--- config.mk ---
export PLATFORM = sky130hd
export DESIGN_NAME = nsec_type_bitmap_decoder
export DESIGN_NICKNAME = d
export VERILOG_FILES = /design/src/nbd_pkg.sv /design/src/nbd_front.sv /design/src/nbd_queue.sv /design/src/nbd_back.sv /design/src/nsec_type_bitmap_decoder.sv
export SDC_FILE = /design/constraint.sdc
export NUM_CORES = 1
export LEC_CHECK = 0
export ABC_AREA = 1
export BUFFER_PORTS_ARGS = -buffer_cell sky130_fd_sc_hd__buf_2
export CORE_MARGIN = 2
export CORE_UTILIZATION = 51
export CTS_BUF_LIST = sky130_fd_sc_hd__clkbuf_16
export DETAILED_ROUTE_END_ITERATION = 6
export GPL_ROUTABILITY_DRIVEN = 0
export PLACE_DENSITY_LB_ADDON = 0.2
export SYNTH_ARGS = -nofsm -noshare
export SYNTH_HDL_FRONTEND = slang
export SYNTH_SLANG_ARGS = --single-unit
--- constraint.sdc ---
create_clock -name clk_i -period 4.4 [get_ports clk_i]
set_input_delay 0.66 -clock clk_i [delete_from_list [all_inputs] [get_ports clk_i]]
set_output_delay 0.66 -clock clk_i [all_outputs]
set_load 0.005 [all_outputs]
--- src/nbd_pkg.sv ---
// shared types and constants for the nsec type bitmap decoder
// no dependencies; imported by every module of the block

package nbd_pkg;

  localparam int ByteW      = 8;
  localparam int LenW       = 16;
  localparam int TypeW      = 17;
  localparam int InTdataW   = 24;
  localparam int OutTdataW  = 24;
  localparam int BitsPerMap = 8;

  // one unit of work passed from the front to the back
  typedef struct packed {
    logic             corrupt;
    logic [TypeW-1:0] base;
    logic [ByteW-1:0] bits;
  } nbd_job_t;

  // one result item leaving the back
  typedef struct packed {
    logic [TypeW-1:0] type_number;
    logic             corrupt;
    logic             last;
  } nbd_result_t;

endpackage

--- src/nbd_front.sv ---
// front end: walks the window / length / bitmap structure one byte a cycle while in_valid_i holds
// depends on nbd_pkg; emits jobs for the back end through the queue

module nbd_front (
  input  logic                     clk_i,
  input  logic                     rst_ni,
  input  logic                     in_valid_i,
  input  logic [nbd_pkg::ByteW-1:0] data_byte_i,
  input  logic                     start_req_i,
  input  logic [nbd_pkg::LenW-1:0]  field_length_i,
  output logic                     push_o,
  output nbd_pkg::nbd_job_t        job_o
);
  import nbd_pkg::*;

  typedef enum logic [1:0] {
    PH_IDLE,
    PH_WIN,
    PH_LEN,
    PH_MAP
  } phase_e;

  phase_e           phase_q, phase_d, phase_s;
  logic [LenW-1:0]  rem_q, rem_d, rem_s;
  logic [TypeW-1:0] ntype_q, ntype_d, ntype_s;
  logic [ByteW-1:0] mbl_q, mbl_d, mbl_s;
  logic [LenW-1:0]  rem_dec, rem_left;

  // a start always opens a fresh field before the byte is looked at
  always_comb begin
    if (start_req_i) begin
      rem_s   = field_length_i;
      ntype_s = '0;
      mbl_s   = '0;
      phase_s = (field_length_i > LenW'(1)) ? PH_WIN : PH_IDLE;
    end else begin
      rem_s   = rem_q;
      ntype_s = ntype_q;
      mbl_s   = mbl_q;
      phase_s = phase_q;
    end
  end

  // per-byte decode
  always_comb begin
    phase_d  = phase_s;
    rem_d    = rem_s;
    ntype_d  = ntype_s;
    mbl_d    = mbl_s;
    push_o   = 1'b0;
    job_o    = '0;
    rem_dec  = rem_s - LenW'(1);
    rem_left = rem_dec - LenW'(data_byte_i);
    unique case (phase_s)
      PH_WIN: begin
        ntype_d = {1'b0, data_byte_i, 8'h00};
        rem_d   = rem_dec;
        phase_d = PH_LEN;
      end
      PH_LEN: begin
        rem_d = rem_dec;
        if (LenW'(data_byte_i) > rem_dec) begin
          // map length overruns the field
          push_o       = in_valid_i;
          job_o.corrupt = 1'b1;
          phase_d      = PH_IDLE;
        end else begin
          rem_d = rem_left;
          mbl_d = data_byte_i;
          if (data_byte_i == '0) begin
            phase_d = (rem_left > LenW'(1)) ? PH_WIN : PH_IDLE;
          end else begin
            phase_d = PH_MAP;
          end
        end
      end
      PH_MAP: begin
        push_o     = in_valid_i && (data_byte_i != '0);
        job_o.base = ntype_s;
        job_o.bits = data_byte_i;
        ntype_d    = ntype_s + TypeW'(BitsPerMap);
        mbl_d      = mbl_s - ByteW'(1);
        if (mbl_s == ByteW'(1)) begin
          phase_d = (rem_s > LenW'(1)) ? PH_WIN : PH_IDLE;
        end
      end
      PH_IDLE: begin
        phase_d = PH_IDLE;
      end
      default: begin
        phase_d = PH_IDLE;
      end
    endcase
  end

  // state update on each accepted byte
  always_ff @(posedge clk_i or negedge rst_ni) begin
    if (!rst_ni) begin
      phase_q <= PH_IDLE;
      rem_q   <= '0;
      ntype_q <= '0;
      mbl_q   <= '0;
    end else if (in_valid_i) begin
      phase_q <= phase_d;
      rem_q   <= rem_d;
      ntype_q <= ntype_d;
      mbl_q   <= mbl_d;
    end
  end

endmodule

--- src/nbd_queue.sv ---
// short job queue between front and back, show-ahead read
// depends on nbd_pkg for the job type

module nbd_queue #(
  parameter int DEPTH = 2
) (
  input  logic              clk_i,
  input  logic              rst_ni,
  input  logic              push_i,
  input  nbd_pkg::nbd_job_t job_i,
  input  logic              pop_i,
  output nbd_pkg::nbd_job_t job_o,
  output logic              empty_o,
  output logic              full_o
);
  import nbd_pkg::*;

  localparam int PtrW = $clog2(DEPTH);
  localparam int CntW = $clog2(DEPTH + 1);
  localparam logic [PtrW-1:0] LastPtr = PtrW'(DEPTH - 1);

  nbd_job_t        mem_q [DEPTH];
  logic [PtrW-1:0] wr_ptr_q, rd_ptr_q;
  logic [CntW-1:0] count_q;

  assign empty_o = (count_q == '0);
  assign full_o  = (count_q == CntW'(DEPTH));
  assign job_o   = mem_q[rd_ptr_q];

  // pointers and fill count
  always_ff @(posedge clk_i or negedge rst_ni) begin
    if (!rst_ni) begin
      wr_ptr_q <= '0;
      rd_ptr_q <= '0;
      count_q  <= '0;
    end else begin
      if (push_i) begin
        wr_ptr_q <= (wr_ptr_q == LastPtr) ? '0 : wr_ptr_q + PtrW'(1);
      end
      if (pop_i) begin
        rd_ptr_q <= (rd_ptr_q == LastPtr) ? '0 : rd_ptr_q + PtrW'(1);
      end
      count_q <= count_q + CntW'(push_i) - CntW'(pop_i);
    end
  end

  // storage
  always_ff @(posedge clk_i) begin
    if (push_i) begin
      mem_q[wr_ptr_q] <= job_i;
    end
  end

endmodule

--- src/nbd_back.sv ---
// back end: expands one job into results, one set bit per cycle while the output register is free
// depends on nbd_pkg; drives the registered output stage

module nbd_back (
  input  logic                clk_i,
  input  logic                rst_ni,
  input  nbd_pkg::nbd_job_t   job_i,
  input  logic                job_valid_i,
  output logic                pop_o,
  input  logic                out_ready_i,
  output logic                out_valid_o,
  output nbd_pkg::nbd_result_t out_o
);
  import nbd_pkg::*;

  logic             cur_valid_q;
  logic             cur_corrupt_q;
  logic [TypeW-1:0] cur_base_q;
  logic [ByteW-1:0] cur_bits_q;
  logic             out_valid_q;
  nbd_result_t      out_q, res_d;
  logic [2:0]       pos;
  logic [ByteW-1:0] bits_left;
  logic             out_free, emit, done, load;

  // highest set bit is the lowest type number
  always_comb begin
    pos = '0;
    for (int i = 0; i < BitsPerMap; i++) begin
      if (cur_bits_q[i]) begin
        pos = 3'(i);
      end
    end
  end

  // next result from the current job
  always_comb begin
    bits_left = cur_bits_q & ~(ByteW'(1) << pos);
    if (cur_corrupt_q) begin
      res_d.type_number = '0;
      res_d.corrupt     = 1'b1;
      res_d.last        = 1'b1;
    end else begin
      res_d.type_number = cur_base_q + TypeW'(3'd7 - pos);
      res_d.corrupt     = 1'b0;
      res_d.last        = (bits_left == '0);
    end
  end

  assign out_free = !out_valid_q || out_ready_i;
  assign emit     = cur_valid_q && out_free;
  assign done     = emit && res_d.last;
  assign load     = job_valid_i && (!cur_valid_q || done);
  assign pop_o    = load;

  // current job register
  always_ff @(posedge clk_i or negedge rst_ni) begin
    if (!rst_ni) begin
      cur_valid_q <= 1'b0;
    end else if (load) begin
      cur_valid_q <= 1'b1;
    end else if (done) begin
      cur_valid_q <= 1'b0;
    end
  end

  always_ff @(posedge clk_i) begin
    if (load) begin
      cur_corrupt_q <= job_i.corrupt;
      cur_base_q    <= job_i.base;
      cur_bits_q    <= job_i.bits;
    end else if (emit) begin
      cur_bits_q <= bits_left;
    end
  end

  // output register
  always_ff @(posedge clk_i or negedge rst_ni) begin
    if (!rst_ni) begin
      out_valid_q <= 1'b0;
    end else if (emit) begin
      out_valid_q <= 1'b1;
    end else if (out_ready_i) begin
      out_valid_q <= 1'b0;
    end
  end

  always_ff @(posedge clk_i) begin
    if (emit) begin
      out_q <= res_d;
    end
  end

  assign out_valid_o = out_valid_q;
  assign out_o       = out_q;

endmodule

--- src/nsec_type_bitmap_decoder.sv ---
// nsec type bitmap decoder top level
// path: a result reaches the master side through the queue, job and output registers
// throughput: one byte a cycle while m_axis_tready holds and each byte gives
// at most one result; a bitmap byte holds the expander until its set bits are out
// reset: asynchronous, active low; clears decode state, queue and output valid
// depends on nbd_pkg, nbd_front, nbd_queue and nbd_back

module nsec_type_bitmap_decoder #(
  parameter int QUEUE_DEPTH = 2
) (
  input  logic                            clk_i,
  input  logic                            rst_ni,
  input  logic                            s_axis_tvalid,
  output logic                            s_axis_tready,
  input  logic [nbd_pkg::InTdataW-1:0]    s_axis_tdata,  // data_byte, field_length
  input  logic                            s_axis_tuser,  // start_req
  output logic                            m_axis_tvalid,
  input  logic                            m_axis_tready,
  output logic [nbd_pkg::OutTdataW-1:0]   m_axis_tdata,  // type_number, zero fill
  output logic                            m_axis_tuser,  // corrupt
  output logic                            m_axis_tlast   // last
);
  import nbd_pkg::*;

  logic        in_xfer, push, pop, q_empty, q_full;
  nbd_job_t    job_in, job_out;
  nbd_result_t res;

  assign s_axis_tready = !q_full;
  assign in_xfer       = s_axis_tvalid && s_axis_tready;

  // byte classification
  nbd_front u_front (
    .clk_i         (clk_i),
    .rst_ni        (rst_ni),
    .in_valid_i    (in_xfer),
    .data_byte_i   (s_axis_tdata[ByteW-1:0]),
    .start_req_i   (s_axis_tuser),
    .field_length_i(s_axis_tdata[ByteW +: LenW]),
    .push_o        (push),
    .job_o         (job_in)
  );

  // decoupling queue
  nbd_queue #(
    .DEPTH(QUEUE_DEPTH)
  ) u_queue (
    .clk_i  (clk_i),
    .rst_ni (rst_ni),
    .push_i (push),
    .job_i  (job_in),
    .pop_i  (pop),
    .job_o  (job_out),
    .empty_o(q_empty),
    .full_o (q_full)
  );

  // result expansion
  nbd_back u_back (
    .clk_i      (clk_i),
    .rst_ni     (rst_ni),
    .job_i      (job_out),
    .job_valid_i(!q_empty),
    .pop_o      (pop),
    .out_ready_i(m_axis_tready),
    .out_valid_o(m_axis_tvalid),
    .out_o      (res)
  );

  assign m_axis_tdata = {(OutTdataW - TypeW)'(0), res.type_number};
  assign m_axis_tuser = res.corrupt;
  assign m_axis_tlast = res.last;

endmodule

==> results.tsv, run 1 <==
stage	metric	value	unit
pwr	Max IR drop VDD	0.331	mV
place	Setup Slack @ Placement	81.0	ps
setup_path	cell count of the worst reg-to-reg path	20	
pwr	P_int	3.74	mW
setup_path	CP Class	primary input to flop	
detailed_routing	wire per inst	15.2	um
setup_path	Slowest cell on crit path	ha_1	
setup_path	Top Family by Delay on Critical Path	simple AND/OR/NAND/NOR gates	
floorplanning	die area	19000	sq um
floorplanning	Die Y	138	um
detailed_routing	post-DR vias/cell	5.39	
global_route	GRT Total Usage	24.7	%
pwr	Logic pwr share	40.7	%
pwr	sequential share of power	36.3	%
sta	Max Freq	258	MHz
cells_and_area	share of cells above drive strength 1	14.3	%
global_route	first-pass GRT wire length	36400	um
floorplanning	# rows	48	
detailed_routing	met3 wire length	945	um
global_route	initial antenna violation count	0	
yosys	synth unique cells	51	
setup_path	CP Capture Type	flop	
cells_and_area	number of diodes	0	
setup_path	worst path bufs/invs	3	
cells_and_area	Syn-to-layout area delta	12.9	%
sta	Hold Vio Cnt, Final	0	
global_route	largest net degree at the start of global routing	50	
setup_path	Max FO, Critical Path	19	
cells_and_area	Final Core Density	59.3	%
setup_path	flop2flop setup slack	630	ps
detailed_routing	Post-DRT Antenna Nets	0	
setup_path	Reg-to-Reg End	u_queue.mem_q[0][11]	
yosys	Yosys reg bits	146	
cells_and_area	fillers	1569	
clocking	# resized after CTS	0	
global_route	vias in the first global route	7498	
yosys	Top FF cell, synth	edfxtp_1	
setup_path	worst-path cell chain	buf_2 -> nand2_1 -> nand2_4 -> ha_4 -> nand3_2 -> nor2_4 -> xor2_1 -> ha_1 -> nand2_1 -> nor2_1 -> nor2_1 -> o21ai_1 -> a21o_1 -> nor2_8 -> nand2_4 -> nor3_4 -> nand3_4 -> and2_4 -> nor3_4 -> nand2_1 -> clkinvlp_4 -> buf_12	
clocking	clk root buf	clkbuf_16	
detailed_routing	drt drc	0	
sta	final slew viol count	0	
run_status	outcome	finished, final reports clean	
hold_path	worst hold path class	primary input to asynchronous set/reset pin	
clocking	CTS Hold Bufs	0	
run	Max-Cap Viols	0	
yosys	most common cell in the synthesized netlist	nand2_1	
floorplanning	total core area	17400	sq um
sta	Setup violations, final	0	
setup_path	Crit path largest cell delay	290	ps
pwr	Net Sw Frac	41.2	%
detailed_routing	WL met1	9200	um
detailed_routing	DR vias	7870	
detailed_routing	Top Layer Used	met4	
clocking	clock slew at reported path FFs	60	ps
detailed_routing	initial DRC count	599	
clocking	clk sinks	146	
place	HPWL after DPL	16300	um
pwr	Sw Pwr	2.62	mW
pwr	overall power	6.36	mW
sta	Final WS setup	524	ps
setup_path	worst r2r src	u_front.rem_q[0]	
setup_path	most frequent CP cell	nand2_1	
yosys	top-area cell type share of the netlist area	31.9	%
yosys	sequential fraction of the synthesis area	45.3	%
detailed_routing	drt first pass iters	5	
place	Post-DP Area	9730	sq um
cells_and_area	design area	10300	sq um
clocking	clock latency on the worst-skew pair	420	ps
sta	Slew @ Worst Pin	944	ps
sta	final period utilization	88.1	%
floorplanning	Starting Density	52.5	%
place	I/O Buffers	49	
floorplanning	I/O Pins	57	
setup_path	WP data arrival	4000	ps
yosys	post-synthesis cell count	1167	
detailed_routing	WL final	22300	um
pwr	PwrDens	616	nW/um^2
pwr	clock power share	23.1	%
clocking	Post-CTS Setup Bufs	0	
yosys	yosys warns	0	
cells_and_area	Reg area	4140	sq um
cells_and_area	Nets	1275	
clocking	CTS Buffer Depth	2	
yosys	Synth top cells by count	317 x nand2_1, 153 x inv_1, 121 x nor2_1, 97 x edfxtp_1, 81 x nand3_1	
sta	normalized max-slew margin	37.0	%
setup_path	Worst Path Required	4530	ps
floorplanning	Die W	138	um
clocking	CTS buffer count	17	
yosys	asr flop ratio synth	33.6	%
global_route	GRT overflow	0	
yosys	Post-synth EDFFs	97	
detailed_routing	met2 WL	11300	um
clocking	CTS tree	done	
sta	RSZ-0062 raised after global routing	no	
yosys	cell taking the most area after synthesis	edfxtp_1	
cells_and_area	area occupied by multi-input gates	4210	sq um
yosys	average cell area after synthesis	7.84	sq um
sta	Fin Setup TNS	0	ps
yosys	Mapped Area	9140	sq um
yosys	ranking of synthesized cells by area	edfxtp_1 32%, dfrtp_1 13%, nand2_1 13%	
setup_path	startpoint class of the critical path	primary input	
sta	min Tclk post-route	3880	ps
pwr	LEAKAGE	4.80	nW
sta	Layout Skew	7.57	ps
clocking	H-tree depth	4	
==> cells in the final DEF, fill, tap and decap left out, types with 4 or more instances in the layout <==
master	synthesis	final
a31oi_1	5	5
o21ai_0	59	58
edfxtp_1	97	97
xnor2_1	5	5
nand2_4	9	11
xor2_1	13	13
buf_2	3	49
dfrtp_1	49	49
nand3_2	4	5
o211ai_1	20	20
o22ai_1	6	6
inv_1	153	152
inv_2	4	4
nor2_1	121	120
clkinvlp_4	0	4
nand2_2	18	17
buf_4	7	26
ha_1	21	20
conb_1	1	7
nor3_1	15	15
nand2_1	317	316
nand4_1	27	27
or2_2	9	9
nor2_4	3	5
clkbuf_16	0	17
inv_6	1	5
nand3_1	81	80
nor2_2	5	4
a21oi_1	46	46
==> how the worst max path moves through the flow <==
stage	startpoint	to	slack (ps)	cells past startpoint
global route	s_axis_tuser	u_queue.mem_q[0][20]	200	21
finish	s_axis_tuser	u_queue.mem_q[0][11]	520	22
CTS	s_axis_tuser	u_queue.mem_q[0][24]	530	22
floorplan	s_axis_tuser	u_queue.mem_q[1][0]	-3	23
detailed placement	s_axis_tuser	u_queue.mem_q[0][24]	80	22
global placement	s_axis_tuser	u_queue.mem_q[0][24]	170	22
==> logic make-up (layout without fill, tap and decap cells) <==
kind of cell,count (synthesis),count (layout),share of synthesized area [%]
adders and majority gates,23,23,3.31
other,1,7,0.0410
and+or+nand+nor,624,624,30.9
AOI/OAI and AO/OA,149,149,9.30
xor gates and xnor gates,18,18,1.72
DFF,146,146,45.3
buffers and inverters,206,269,9.44
==> flip-flops by register name, summed over array words and instances (netlist names) <==
name	cells
u_queue.mem_q	52
u_back.out_o	19
u_back.cur_base_q	17
u_front.ntype_q	17
u_front.rem_q	16
u_back.cur_bits_q	8
u_front.mbl_q	8
u_front.phase_q	2
u_queue.count_q	2
u_back.cur_corrupt_q	1
u_back.cur_valid_q	1
u_back.out_valid_o	1
u_queue.rd_ptr_q	1
u_queue.wr_ptr_q	1
==> layer usage <==
| layer | vias to the layer above | global-route usage [%] |
|---|---|---|
| met5 | - | 0 |
| met4 | 0 | 12.5 |
| met3 | 63 | 3.76 |
| met2 | 232 | 43.9 |
| met1 | 3650 | 29.0 |
| li1 | 3925 | - |
==> through the flow <==
| step | std cells | hold WS [ps] |
|---|---|---|
| after global routing | 1461 | 422 |
| after global placement | 1429 | 465 |
| after floorplan | 1173 | 364 |
| after detailed placement | 1429 | 468 |
| final | 1461 | 355 |
| after CTS | 1461 | 371 |
==> worst register-to-register path, cell delays in order (launching register included) <==
cell and delay, ps:
dfrtp_1 440, o21ai_4 220, ha_4 180, nand3_2 80, nor2_4 120, xor2_1 220
ha_1 290, nand2_1 80, nor2_1 40, nor2_1 80, o21ai_1 90, a21o_1 240
nor2_8 140, nand2_4 80, nor3_4 220, nand3_4 110, and2_4 190, nor3_4 130
nand2_1 130, clkinvlp_4 190, buf_12 190
==> power by group through the flow <==
stage	clock network (mW)	registers, mW	logic, mW
6_report	1.47	2.31	2.58
3_3_place_gp	0	2.31	2.51
3_5_place_dp	0	2.32	2.57
2_1_floorplan	0	2.24	1.89
5_1_grt	1.56	2.36	2.94
4_1_cts	1.49	2.30	2.58
==> area by class of cell <==
cell class | count | share of cell area [%]
clock buffer | 17 | 4.12
tap | 225 | 2.73
clock inverter | 15 | 1.65
timing repair buffer | 77 | 4.65
sequential | 146 | 40.1
multi-input combinational | 821 | 40.8
inverter | 160 | 5.95
Power figures use the tool's default switching activity.
==> run 2: changes to the inputs <==
--- a/config.mk
+++ b/config.mk
@@ -15,4 +15,5 @@
 export PLACE_DENSITY_LB_ADDON = 0.2
 export SYNTH_ARGS = -nofsm -noshare
 export SYNTH_HDL_FRONTEND = slang
+export SYNTH_HIERARCHICAL = 1
 export SYNTH_SLANG_ARGS = --single-unit
==> run 2 against run 1 <==
- fmax is 1.0% lower
- utilization is 1.4 points lower
- design area is 1.3% higher
- sequential power is 2% higher
- die area is 3.4% higher
- clock skew is 6.1 ps higher
- clock-buffer cell count stayed put
- synthesized area is 3.5% higher
- sequential share of layout area is 0.51 points lower
- first-iteration DRC count is 0.83% higher
- synthesized cell count is 4.2% higher
- non-clock buffer count is 10 lower
==> results.tsv, run 2 <==
stage	metric	value	unit
place	Post-DP Area	9850	sq um
sta	Layout Skew	13.6	ps
setup_path	Max FO, Critical Path	27	
global_route	GRT overflow	0	
yosys	Top FF cell, synth	edfxtp_1	
clocking	CTS Hold Bufs	0	
floorplanning	total core area	18100	sq um
cells_and_area	commonest non-fill, non-tap cell in the layout	nand2_1	
global_route	GRT Total Usage	23.4	%
yosys	Mapped Area	9470	sq um
yosys	asr flop ratio synth	33.6	%
yosys	post-synthesis cell count	1216	
pwr	LEAKAGE	4.93	nW
sta	normalized max-slew margin	27.0	%
detailed_routing	drt first pass iters	4	
cells_and_area	Final Core Density	57.8	%
clocking	H-tree depth	4	
yosys	top-area cell type share of the netlist area	30.8	%
clocking	clk sinks	146	
sta	min Tclk post-route	3920	ps
detailed_routing	post-DR vias/cell	5.29	
setup_path	cell count of the worst reg-to-reg path	22	
yosys	synth unique cells	54	
detailed_routing	wire per inst	14.9	um
cells_and_area	share of cells above drive strength 1	15.1	%
cells_and_area	number of diodes	0	
run	Max-Cap Viols	0	
clocking	clock latency on the worst-skew pair	430	ps
clocking	clk root buf	clkbuf_16	
yosys	most common cell in the synthesized netlist	nand2_1	
sta	Slew @ Worst Pin	1090	ps
setup_path	WP data arrival	4030	ps
sta	final slew viol count	0	
cells_and_area	Reg area	4140	sq um
setup_path	Reg-to-Reg End	u_queue/mem_q[0][17]	
hold_path	worst hold path class	primary input to asynchronous set/reset pin	
place	Setup Slack @ Placement	68.6	ps
sta	Final WS setup	485	ps
sta	Fin Setup TNS	0	ps
cells_and_area	Final Non-Filler Cells	1503	
floorplanning	Starting Density	52.3	%
yosys	cell taking the most area after synthesis	edfxtp_1	
cells_and_area	max reg flops	52	
floorplanning	I/O Pins	57	
clocking	Post-CTS Setup Bufs	0	
floorplanning	Die W	140	um
yosys	Post-synth EDFFs	97	
cells_and_area	Syn-to-layout area delta	10.5	%
cells_and_area	design area	10500	sq um
setup_path	Worst Path Required	4520	ps
cells_and_area	Nets	1313	
clocking	CTS tree	done	
place	DP Cell Count	1471	
clocking	clock slew at reported path FFs	70	ps
yosys	ranking of synthesized cells by area	edfxtp_1 31%, nand2_1 13%, dfrtp_1 13%	
global_route	initial antenna violation count	0	
place	I/O Buffers	49	
pwr	PwrDens	617	nW/um^2
yosys	average cell area after synthesis	7.79	sq um
setup_path	CP Class	primary input to flop	
sta	RSZ-0062 raised after global routing	no	
detailed_routing	drt drc	0	
run_status	outcome	finished, final reports clean	
detailed_routing	Post-DRT Antenna Nets	0	
setup_path	CP Capture Type	flop	
yosys	sequential fraction of the synthesis area	43.7	%
cells_and_area	Biggest register	u_queue/mem_q	
yosys	yosys warns	6	
sta	Hold Vio Cnt, Final	0	
place	HPWL after DPL	16100	um
setup_path	startpoint class of the critical path	primary input	
floorplanning	Die Y	140	um
sta	final period utilization	89.0	%
detailed_routing	DR vias	7955	
global_route	first-pass GRT wire length	36800	um
clocking	CTS Buffer Depth	2	
detailed_routing	initial DRC count	604	
yosys	Yosys reg bits	146	
sta	hold slack	385	ps
clocking	# resized after CTS	0	
global_route	vias in the first global route	7582	
setup_path	worst r2r src	u_front/rem_q[1]	
yosys	Synth top cells by count	336 x nand2_1, 183 x inv_1, 104 x nor2_1, 100 x nand3_1, 97 x edfxtp_1	
detailed_routing	WL final	22300	um
global_route	largest net degree at the start of global routing	61	
floorplanning	die area	19700	sq um
clocking	CTS buffer count	17	
pwr	overall power	6.46	mW
sta	Max Freq	255	MHz
floorplanning	# rows	49	
cells_and_area	most frequent cells in the layout	336 x nand2_1, 184 x inv_1, 103 x nor2_1	
cells_and_area	fillers	1617	
pwr	Max IR drop VDD	0.321	mV
setup_path	flop2flop setup slack	550	ps
cells_and_area	area occupied by multi-input gates	4290	sq um
sta	Setup violations, final	0	
==> run 2: cell count changes in the layout (fill, tap and decap cells not counted), moves of 7 or more <==
cell,previous run,this run
a21oi_2,0,9
o21ai_2,3,23
nand3_1,80,100
nor2_1,120,103
nor2_2,4,11
buf_4,26,16
inv_1,152,184
nand2_1,316,336
nand2_2,17,27
o211ai_1,20,9
a21oi_1,46,29
or2_2,9,1
nand2_4,11,4
o21ai_0,58,48
==> run 2: kinds of logic after synthesis <==
logic type      share of synthesized area [%]
other cells                            0.0396
buf+inv                                  11.3
simple gates                             30.4
compound gates                           9.89
fa+ha+maj                                3.20
flops                                    43.7
xor+xnor                                 1.39
==> run 2: per-layer routing <==
metal / track usage [%] / part of all wire [%]
met2: 41.8 / 50
met1: 28.0 / 42
met5: 0 / 0
met4: 8.93 / 3.3
met3: 4.21 / 4.0
==> run 2: critical path: stages <==
cell	delay (ps)
buf_2	150
buf_4	290
nand2_1	110
nand2_2	140
nand3_1	160
nor2_1	240
xor2_1	250
ha_1	310
nand2_1	80
nor2_1	50
nand2_1	60
and3_1	180
nand2_1	110
nor2_4	150
nand2_1	120
inv_2	110
nand3_2	110
a211oi_1	220
buf_4	180
inv_1	60
nor2_4	90
buf_12	190
==> run 2: worst max-delay path by stage <==
| stage | start | endpoint | slack, ps |
|---|---|---|---|
| floorplan | s_axis_tuser | u_queue/mem_q[1][0] | 110 |
| global placement | s_axis_tuser | u_queue/mem_q[0][21] | 170 |
| detailed placement | s_axis_tuser | u_queue/mem_q[0][15] | 70 |
| CTS | s_axis_tuser | u_queue/mem_q[0][12] | 500 |
| global route | s_axis_tuser | u_queue/mem_q[0][12] | 180 |
| finish | s_axis_tuser | u_queue/mem_q[0][17] | 480 |
==> run 2: final cells by class <==
cell class | instances | area share (%)
flip-flops and latches | 146 | 39.6
inverters | 193 | 6.92
clock buffers | 17 | 4.07
clock inverters | 15 | 1.81
multi-input cells | 836 | 41.0
repair buffers | 67 | 3.88
well taps | 229 | 2.74
==> run 2: report_power, final <==
part	total (mW)	leakage, nW	internal (mW)	switching, mW
combinational	2.58	3.07	0.851	1.73
sequential	2.36	1.57	2.03	0.329
clock	1.52	0.294	0.945	0.579
total	6.46	4.93	3.82	2.63
